## src/rtl/wdof_queue.sv

```systemverilog
// ----------------------------------------------------------------------------
// wdof_queue
// short register queue that decouples the front from the back
// ----------------------------------------------------------------------------
module wdof_queue #(
  parameter int WIDTH = 8,
  parameter int DEPTH = 4,
  localparam int PW   = (DEPTH > 1) ? $clog2(DEPTH) : 1,
  localparam int CNTW = $clog2(DEPTH + 1)
) (
  input  logic             clk,
  input  logic             rst,
  input  logic             push,
  input  logic [WIDTH-1:0] wdata,
  output logic             full,
  input  logic             pop,
  output logic [WIDTH-1:0] rdata,
  output logic             empty
);

  logic [WIDTH-1:0] store [DEPTH];
  logic [PW-1:0]    wr_ptr;
  logic [PW-1:0]    rd_ptr;
  logic [CNTW-1:0]  count;
  logic [PW-1:0]    wr_ptr_next;
  logic [PW-1:0]    rd_ptr_next;

  assign full  = (count == CNTW'(DEPTH));
  assign empty = (count == '0);
  assign rdata = store[rd_ptr];

  // pointer wrap
  assign wr_ptr_next = (wr_ptr == PW'(DEPTH - 1)) ? '0 : wr_ptr + 1'b1;
  assign rd_ptr_next = (rd_ptr == PW'(DEPTH - 1)) ? '0 : rd_ptr + 1'b1;

  // entry storage
  always_ff @(posedge clk) begin
    if (push) begin
      store[wr_ptr] <= wdata;
    end
  end

  // pointers and fill count
  always_ff @(posedge clk) begin
    if (rst) begin
      wr_ptr <= '0;
      rd_ptr <= '0;
      count  <= '0;
    end else begin
      if (push) begin
        wr_ptr <= wr_ptr_next;
      end
      if (pop) begin
        rd_ptr <= rd_ptr_next;
      end
      unique case ({push, pop})
        2'b10:   count <= count + 1'b1;
        2'b01:   count <= count - 1'b1;
        default: count <= count;
      endcase
    end
  end

  // checks
  a_no_push_when_full: assert property (@(posedge clk) disable iff (rst)
    push |-> !full) else $error("queue written while full");
  a_no_pop_when_empty: assert property (@(posedge clk) disable iff (rst)
    pop |-> !empty) else $error("queue read while empty");
  a_count_bound: assert property (@(posedge clk) disable iff (rst)
    count <= CNTW'(DEPTH)) else $error("queue count out of range");

endmodule

```

## config.mk

```make
export PLATFORM = sky130hd
export DESIGN_NAME = wdof_queue
export DESIGN_NICKNAME = d
export VERILOG_FILES = /design/src/rtl/wdof_queue.sv
export SDC_FILE = /design/constraint.sdc
export NUM_CORES = 1
export LEC_CHECK = 0
export BUFFER_PORTS_ARGS = -buffer_cell sky130_fd_sc_hd__buf_2
export CAP_MARGIN = 20
export CORE_MARGIN = 2
export CORE_UTILIZATION = 59
export DETAILED_ROUTE_END_ITERATION = 12
export PLACE_DENSITY = 0.83
export SYNTH_ARGS = -nofsm -noshare
export SYNTH_HDL_FRONTEND = slang
export SYNTH_SLANG_ARGS = --single-unit
```

## constraint.sdc

```tcl
create_clock -name clk -period 2.6 [get_ports clk]
set_input_delay 0.26 -clock clk [delete_from_list [all_inputs] [get_ports clk]]
set_output_delay 0.26 -clock clk [all_outputs]
set_load 0.01 [all_outputs]
```

==> results.cfg <==
[outcome]
outcome = completed

[clocking]
cts.htree.levels = 2
clk_latency_ns = 0.34
cts_root_buf = clkbuf_4
cts_tree = yes
clk_transition_reported_paths_ns = 0.11
cts_setup_buffers = 0
clock_sinks = 41
cts-hold-fix-buffers = 0
cts_buffers = 5
cts_buffer_depth = 2
post_cts_resize_count = 0

[timing]
finalSetupViolations = 0
tightest_slew_ns = 0.518
relSlewSlack_pct = 65.4
rsz0062_at_grt = no
skew_ns = 0.00592
hold_slack_ns = 0.134
post-route-period-util_pct = 76.5
slew_violations = 0
worst_slack_ns = 0.611
max_clock_freq_mhz = 503
fin_crit_ns = 1.99
setup-tns-final_ns = 0
finalHoldViolations = 0

[min_path]
hold_depth = 1
holdPathEnd = store[3][0]
holdCritPathClass = in -> reg
min_from = wdata[0]

[routing]
met2WireLength_mm = 1.22
wl_per_cell_um = 16.5
highest_layer = met4
wl_mm = 2.43
dr_wl_met3_um = 136
drt-vias-per-instance = 5.57
first_pass_iters = 5
vias = 819
drc = 0
met1_length_mm = 1.03
drt_iter0_drc = 27
ant_nets = 0

[power]
p_sw_uw = 273
finalPower_uw = 1190
pwr-share-seq_pct = 64.2
share_comb_of_total_power_pct = 11.4
clockPowerShare_pct = 24.3
p_sw_share_pct = 23.0
power.leakage_uw = 0.000661
powerDensity_nw_per_um2 = 667
internal_power_uw = 914
ir_drop_v = 0.000496

[setup_path]
ff2ff_setup_slack_ns = 1.03
crit_chain = mux4_2 -> buf_2
required_ns = 2.34
critPathTopFamily = flip-flops
r2r_end = count[2]
end_kind = primary output
cp.arrival_ns = 1.73
start_kind = flip-flop
crit_fanout = 8
crit_path_top_delay_cell = dfxtp_1
crit-reg2reg-launch = count[0]
criticalPathCategory = reg -> out
critPathMaxStageDelay_ns = 0.66
r2r_cells = 5
crit_buf_inv = 1

[grt]
grt_pass1_vias = 813
grt_max_degree = 12
grt_antenna_before_repair = 0
grt_pass1_wl_mm = 3.82
grt_overflow = 0
gr-usage-all-layers_pct = 17.0

[synthesis]
syn_area_per_cell_um2 = 17.8
syn_inst = 90
synth_seq_area_share_pct = 71.1
synth-seq-cells = 41
ys_types = 18
netlist_area_um2 = 1610
synth_warnings = 0
synth_nets = 109

[run]
maxCapViolCount = 0

[floorplan]
core_um2 = 2520
die_y_um = 56.2
start_util_pct = 63.6
dieArea_um2 = 3150
fp.dieW_um = 56.2
row_count = 18
io_pins = 22

[placed_design]
gp_congestion = 0.679
dp_cells = 139
dp_slack_ns = 0.809
hpwl_mm = 1.71
portBuffers = 21

[finish]
final_nets = 135
multi_input_area_um2 = 422
areaGrowthSynthToFinish_pct = 10.9
seq_area_um2 = 1140
drive_gt1_share_pct = 29.1
n_fill_cell = 168
finalNonFillerCells = 147
insertedDiodeCount = 0
flip-flops by register name (all words and copies together), names as in the netlist, named ones only:
signal and cells:
count 3, rd_ptr 2, store 32, wr_ptr 2
synthesized netlist by cell type:
master,number,share of area [%]
a21oi_1,4,1.2
xor2_1,2,1.1
nor2_1,7,1.6
or3_1,1,0.39
and3_1,1,0.39
nor3b_1,2,0.94
and2_1,4,1.6
mux2i_1,2,1.2
clkbuf_2,1,0.31
fa_1,1,1.2
edfxtp_1,32,60
o21ai_0,1,0.31
mux4_2,8,11
nor3_1,1,0.31
ha_1,6,4.7
inv_1,7,1.6
dfxtp_1,9,11
buf_6,1,0.70
routing by layer:
metal	track usage (%)	vias up
li1	-	387
met1	20.8	397
met2	26.9	30
met5	0	-
met4	6.46	0
met3	7.21	5
kinds of logic (layout without fill, tap and decap cells):
| kind of cell | after synthesis | after routing | synth area share, % |
|---|---|---|---|
| xor+xnor | 2 | 2 | 1.09 |
| buf+inv | 9 | 36 | 2.65 |
| simple gates | 16 | 16 | 5.22 |
| flops | 41 | 41 | 71.1 |
| fa+ha+maj | 7 | 7 | 5.92 |
| mux | 10 | 10 | 12.5 |
| compound gates | 5 | 5 | 1.56 |
layout make-up:
type                    instances  area share [%]
well taps                      30            2.11
repair buffers                 21            5.90
clock buffers                   8            2.74
inverters                       7            1.48
flip-flops and latches         41            64.1
multi-input cells              40            23.7
power by group through the flow:
stage | logic [uW] | registers (uW) | clock network (uW)
2_1_floorplan | 95.9 | 766 | 0
3_3_place_gp | 130 | 776 | 0
3_5_place_dp | 137 | 779 | 0
4_1_cts | 139 | 764 | 298
5_1_grt | 152 | 767 | 327
6_report | 136 | 763 | 289
how the worst max path moves through the flow:
stage          cells after the start  slack [ns]  startpoint        to
6_report                           2        0.61   flip-flop  rdata[3]
5_1_grt                            2        0.47   flip-flop  rdata[0]
4_1_cts                            2        0.54   flip-flop  rdata[0]
3_5_place_dp                       8        0.81        push  count[2]
3_3_place_gp                       8        0.90        push  count[2]
2_1_floorplan                      7        1.07        push  count[2]
cell usage in the layout, fill, tap and decap left out:
cell type	count
nor3_1	1
and3_1	1
ha_1	6
edfxtp_1	32
mux4_2	8
xor2_1	2
mux2i_1	2
dfxtp_1	9
o21ai_0	1
nor2_1	7
clkbuf_4	5
a21oi_1	4
inv_1	7
clkbuf_1	3
buf_2	21
and2_1	4
nor3b_1	2
or3_1	1
fa_1	1
stage by stage:
step                instance area [um2]  utilization (%)
CTS                                1780             70.6
global route                       1780             70.6
global placement                   1730             68.7
finish                             1780             70.6
floorplan                          1610                -
detailed placement                 1730             68.7
(Power assumes the default switching activity.)
