**src/rtl/wdof_pkg.sv**
```systemverilog
// ----------------------------------------------------------------------------
// wdof_pkg
// shared defaults for the window deviation outlier flag block
// ----------------------------------------------------------------------------
package wdof_pkg;

  // default window length and sample width
  localparam int DEF_WINDOW      = 64;
  localparam int DEF_SAMPLE_BITS = 24;

  // depth of the queue between front and back
  localparam int QUEUE_DEPTH     = 4;

endpackage

```
**src/rtl/wdof_ram.sv**
```systemverilog
// ----------------------------------------------------------------------------
// wdof_ram
// generic single-write, single-read memory with registered read data
// ----------------------------------------------------------------------------
module wdof_ram #(
  parameter int WIDTH = 8,
  parameter int DEPTH = 16,
  localparam int AW   = (DEPTH > 1) ? $clog2(DEPTH) : 1
) (
  input  logic             clk,
  input  logic             we,
  input  logic [AW-1:0]    waddr,
  input  logic [WIDTH-1:0] wdata,
  input  logic             re,
  input  logic [AW-1:0]    raddr,
  output logic [WIDTH-1:0] rdata
);

  logic [WIDTH-1:0] mem [DEPTH];

  // write port and registered read port
  always_ff @(posedge clk) begin
    if (we) begin
      mem[waddr] <= wdata;
    end
    if (re) begin
      rdata <= mem[raddr];
    end
  end

endmodule

```
**src/rtl/wdof_front.sv**
```systemverilog
// ----------------------------------------------------------------------------
// wdof_front
// takes samples, keeps the window ring and running sum, queues each transaction
// ----------------------------------------------------------------------------
module wdof_front #(
  parameter int WINDOW      = wdof_pkg::DEF_WINDOW,
  parameter int SAMPLE_BITS = wdof_pkg::DEF_SAMPLE_BITS,
  localparam int LW = $clog2(WINDOW),
  localparam int SW = SAMPLE_BITS + LW,
  localparam int EW = 2 * SAMPLE_BITS + SW
) (
  input  logic                   clk,
  input  logic                   rst,
  input  logic                   push,
  input  logic [SAMPLE_BITS-1:0] sample,
  input  logic                   q_full,
  output logic                   q_push,
  output logic [EW-1:0]          q_data
);

  import wdof_pkg::*;

  logic                          accept;
  logic [LW-1:0]                 slot;
  logic [LW-1:0]                 slot_next;
  logic                          wrapped;
  logic signed [SW-1:0]          sum;
  logic signed [SW-1:0]          sum_next;
  logic [SAMPLE_BITS-1:0]        ram_rd;
  logic signed [SAMPLE_BITS-1:0] oldest;
  logic signed [SAMPLE_BITS-1:0] x;

  assign accept = push && !q_full;
  assign x      = sample;

  // ring slot advance
  assign slot_next = (slot == LW'(WINDOW - 1)) ? '0 : slot + 1'b1;

  // ring store, the entry for the next slot is read ahead
  wdof_ram #(
    .WIDTH (SAMPLE_BITS),
    .DEPTH (WINDOW)
  ) u_ring (
    .clk   (clk),
    .we    (accept),
    .waddr (slot),
    .wdata (sample),
    .re    (accept),
    .raddr (slot_next),
    .rdata (ram_rd)
  );

  // entries not yet written since reset read as zero
  assign oldest   = wrapped ? ram_rd : '0;
  assign sum_next = sum - SW'(oldest) + SW'(x);

  // transaction to the back: sample, evicted entry, sum before this sample
  assign q_push = accept;
  assign q_data = {sample, oldest, sum};

  // ring position and running sum
  always_ff @(posedge clk) begin
    if (rst) begin
      slot    <= '0;
      wrapped <= 1'b0;
      sum     <= '0;
    end else if (accept) begin
      slot <= slot_next;
      sum  <= sum_next;
      if (slot == LW'(WINDOW - 1)) begin
        wrapped <= 1'b1;
      end
    end
  end

  // checks
  a_slot_range: assert property (@(posedge clk) disable iff (rst)
    slot <= LW'(WINDOW - 1)) else $error("ring slot out of range");
  a_wrapped_holds: assert property (@(posedge clk) disable iff (rst)
    wrapped |=> wrapped) else $error("wrap flag cleared without reset");
  a_fresh_sum: assert property (@(posedge clk) disable iff (rst)
    (!wrapped && slot == '0) |-> sum == '0) else $error("sum non-zero on fresh ring");

endmodule

```
**config.mk**
```make
export PLATFORM = sky130hd
export DESIGN_NAME = wdof_front
export DESIGN_NICKNAME = d
export VERILOG_FILES = /design/src/rtl/wdof_pkg.sv /design/src/rtl/wdof_ram.sv /design/src/rtl/wdof_front.sv
export SDC_FILE = /design/constraint.sdc
export NUM_CORES = 2
export LEC_CHECK = 0
export BUFFER_PORTS_ARGS = -buffer_cell sky130_fd_sc_hd__buf_2
export CAP_MARGIN = 20
export CORE_MARGIN = 4
export CORE_UTILIZATION = 50
export DETAILED_ROUTE_END_ITERATION = 10
export PLACE_DENSITY = 0.66
export SLEW_MARGIN = 0
export SYNTH_ARGS = -nofsm -noshare
export SYNTH_HDL_FRONTEND = slang
export SYNTH_SLANG_ARGS = --single-unit
```
**constraint.sdc**
```tcl
create_clock -name clk -period 3.3 [get_ports clk]
set_input_delay 0.66 -clock clk [delete_from_list [all_inputs] [get_ports clk]]
set_output_delay 0.66 -clock clk [all_outputs]
set_load 0.005 [all_outputs]
```
==> summary.txt <==
Final layout
  – Final std cell area, no fill: 76800 um2
  – Area Growth Syn to Fin: 18.3%
  – Layout cells sized above 1: 20.4%
  – # fillers: about 9600
  – Final net count: just over 5000

Logic synthesis
  – Synth async-reset ratio: 0%
  – Synth area leader: edfxtp_1
  – Top-area cell type share of the netlist area: 72.2%
  – Post-synth EDFFs: around 1600
  – Ys flop type: edfxtp_1
  – FF+latch count, synth: around 1600
  – Most frequent cell after synthesis: edfxtp_1
  – Post-synthesis sequential area ratio: 73.3%
  – Synth area leaders: edfxtp_1, nand2_1, mux2i_1
  – Synthesized area: between 60000 and 70000 um2
  – Synth Instances: between 4000 and 5000
  – Mapped Nets: 4671
  – Synth Warn #: 0
  – Post-synth cell types: between 70 and 80
  – Commonest cells in the synthesized netlist: edfxtp_1, nand2_1, nand3_1
  – Syn_area_per_cell: 14.2 um2

Clocking
  – H-tree levels: 4
  – Worst-Skew Late Latency: 820 ps
  – Clk sink count: between 1500 and 2000
  – CTS tree: yes
  – Clk slew on worst S/H paths: around 60 ps
  – Total CTS buffers: roughly 160
  – Root buffer cell: clkbuf_16
  – Hold buffers post-CTS: 0
  – CTS Buffer Depth: 3

Worst hold path
  – Worst Hold Class: in -> reg

Drt
  – Vias: roughly 43000
  – DR DRC count: 0
  – DR WL/cell: ~29 um
  – Antenna-violating nets left: 0
  – Post-Route WL: between 200000 and 250000 um
  – Via-to-Cell Ratio: between 6 and 7
  – Violation count after the first detailed-route iteration: approximately 5900
  – Detailed Routing Iterations Pass 1: 8

Global route
  – Met2 Use GR: between 40% and 50%
  – Vias in the first global route: 39900
  – Met1 GRT Util: 40.4%
  – Largest net degree at the start of global routing: just over 70
  – Global route overflow: 0
  – GRT Util Overall: between 20 and 30%
  – First-pass GRT wire length: around 290000 um
  – Met3 Use GR: under 10%
  – Grt peak-use layer: met2
  – Initial antenna violation count: 20

Floorplanning
  – Site Rows: 131
  – I/O pin count: 107
  – Die area: roughly 140000 um2
  – Chip Height: approximately 370 um
  – Core box area: approximately 130000 um2
  – Die Width: roughly 370 um
  – Initial Util: roughly 51%

STA
  – Clock skew: about 44 ps
  – RSZ-0062 raised after global routing: yes
  – Tcrit/Tclk final: 104%
  – Slew Limit Fails: 0
  – Worst-Margin Slew: roughly 1000 ps
  – Final Hold Violating Endpoints: 0
  – Setup Viol. Count Final: 5
  – Tmin final: between 3000 and 4000 ps
  – Max-Slew Margin vs Limit: about a third
  – Maximum clock frequency: 290 MHz
  – Setup WS post-layout: -143 ps

Placement
  – Final estimated routing congestion in global placement: 0.927
  – DPL Wire Length: ~130000 um
  – Post-place instance area: just over 70000 um2
  – Port buffer count: approximately 110

Worst setup path
  – Worst-path fanout max: 7
  – WP data arrival: between 4000 and 5000 ps
  – Worst path required time: 4000 ps
  – Setup crit end kind: flip-flop
  – Setup CP Type: reg -> reg
  – Worst Setup Start Kind: flip-flop

Pwr
  – LEAKAGE: approximately 27 nW
  – Pwr dens: around 580 nW/um2
  – Max VDD drop: 0.581 mV
  – Total power: roughly 45 mW

Run status
  – Outcome: complete, but fails checks
  – Failing checks: setup timing

Flow run
  – Max cap viols: 0
layout by cell type, fill, tap and decap left out, drive strengths merged, types with 10 or more instances in the layout:
| master | synthesis | final |
|---|---|---|
| mux2i | 205 | 205 |
| o211ai | 11 | 11 |
| buf | 144 | 637 |
| nand2b | 10 | 10 |
| nand2 | 1067 | 1067 |
| o22ai | 22 | 22 |
| nor3 | 17 | 17 |
| a21o | 13 | 13 |
| nor4 | 21 | 21 |
| diode | 0 | 10 |
| a211oi | 12 | 12 |
| fa | 29 | 29 |
| inv | 120 | 124 |
| xor2 | 13 | 13 |
| clkinv | 1 | 63 |
| nor2 | 98 | 98 |
| a311oi | 12 | 12 |
| mux4 | 44 | 44 |
| and2 | 25 | 25 |
| nand3 | 326 | 326 |
| clkbuf | 157 | 212 |
| ha | 32 | 32 |
| nand4 | 127 | 127 |
| edfxtp | 1560 | 1560 |
| dfxtp | 37 | 37 |
| o21ai | 61 | 61 |
| a32oi | 147 | 147 |
| a21oi | 152 | 152 |
| a31oi | 23 | 23 |
cells by family (layout without fill, tap and decap cells):
kind of cell / after synthesis / count (layout) / synth area share [%]
compound gates: 500 / 500 / 5.33
xor+xnor: 21 / 21 / 0.283
fa+ha+maj: 61 / 61 / 1.51
buf+inv: 422 / 1049 / 3.27
flops: 1597 / 1597 / 73.3
mux: 250 / 250 / 4.71
other cells: 0 / 10 / 0
simple gates: 1731 / 1731 / 11.6
per-stage QoR:
step | setup TNS (ps) | worst slack, ps | util, % | std cells | hold WS (ps)
after global placement | -6880 | -773 | 55.3 | 6625 | 487
after CTS | -360 | -134 | 59.6 | 6929 | 194
after global routing | -1280 | -237 | 59.8 | 6938 | 206
after detailed placement | -7010 | -748 | 55.3 | 6625 | 496
final | -405 | -143 | 59.8 | 6948 | 240
after floorplan | -54.5 | -54.5 | - | 4582 | 461
timing repair:
item / in CTS / in global routing
resized for setup: 68 / 54
pin swaps: 13 / 29
endpoints found under the hold margin: 0 / 0
buffers inserted: 16 / 7
setup endpoints to repair: 22 / 31
gates cloned: 0 / 2
area by class of cell:
| cell class | instances | area (um2) | area share [%] |
|---|---|---|---|
| sequential | 1597 | 47600 | 62.0 |
| antenna | 10 | 25.0 | 0.0326 |
| timing repair buffer | 639 | 5510 | 7.17 |
| multi-input combinational | 2563 | 16000 | 20.8 |
| clock buffer | 210 | 4290 | 5.58 |
| tap | 1729 | 2160 | 2.82 |
| clock inverter | 79 | 777 | 1.01 |
| inverter | 121 | 458 | 0.596 |
layer usage:
layer,share of wire (%),up-vias
met3,12,402
li1,-,18200
met2,45,2632
met4,4.7,2
met1,38,21300
met5,0.0079,-
worst paths after layout:
| check | start | endpoint | slack, ps | cells past startpoint |
|---|---|---|---|---|
| min reg2reg | sum[19] | sum[19] | 510 | 2 |
| max reg2reg | wrapped | sum[29] | -140 | 15 |
| max | wrapped | sum[29] | -140 | 15 |
| min | sample[19] | u_ring.mem[5][19] | 240 | 2 |
critical path, stage by stage (launching register included):
cell     delay [ps]
dfxtp_4         360
buf_6           140
buf_4           140
and2_1          200
fa_1            500
inv_1            40
ha_1            330
a21oi_2         240
nand2_1          70
o21ai_0         210
a21oi_2         100
o21ai_2         170
a21oi_2          90
o21a_1          190
o21ai_0         180
mux2_2          350
registers in the layout (all words and copies together) (netlist names):
register,count
sum,30
u_ring.rdata,24
slot,6
u_ring.mem,1536
wrapped,1
report_power, final:
group / internal, mW / switching, mW / total, mW
combinational: 1.85 / 2.96 / 4.81
clock: 9.91 / 7.72 / 17.6
sequential: 22.4 / 0.0609 / 22.4
total: 34.1 / 10.7 / 44.9
No activity file was read; power rests on OpenSTA's default activity.
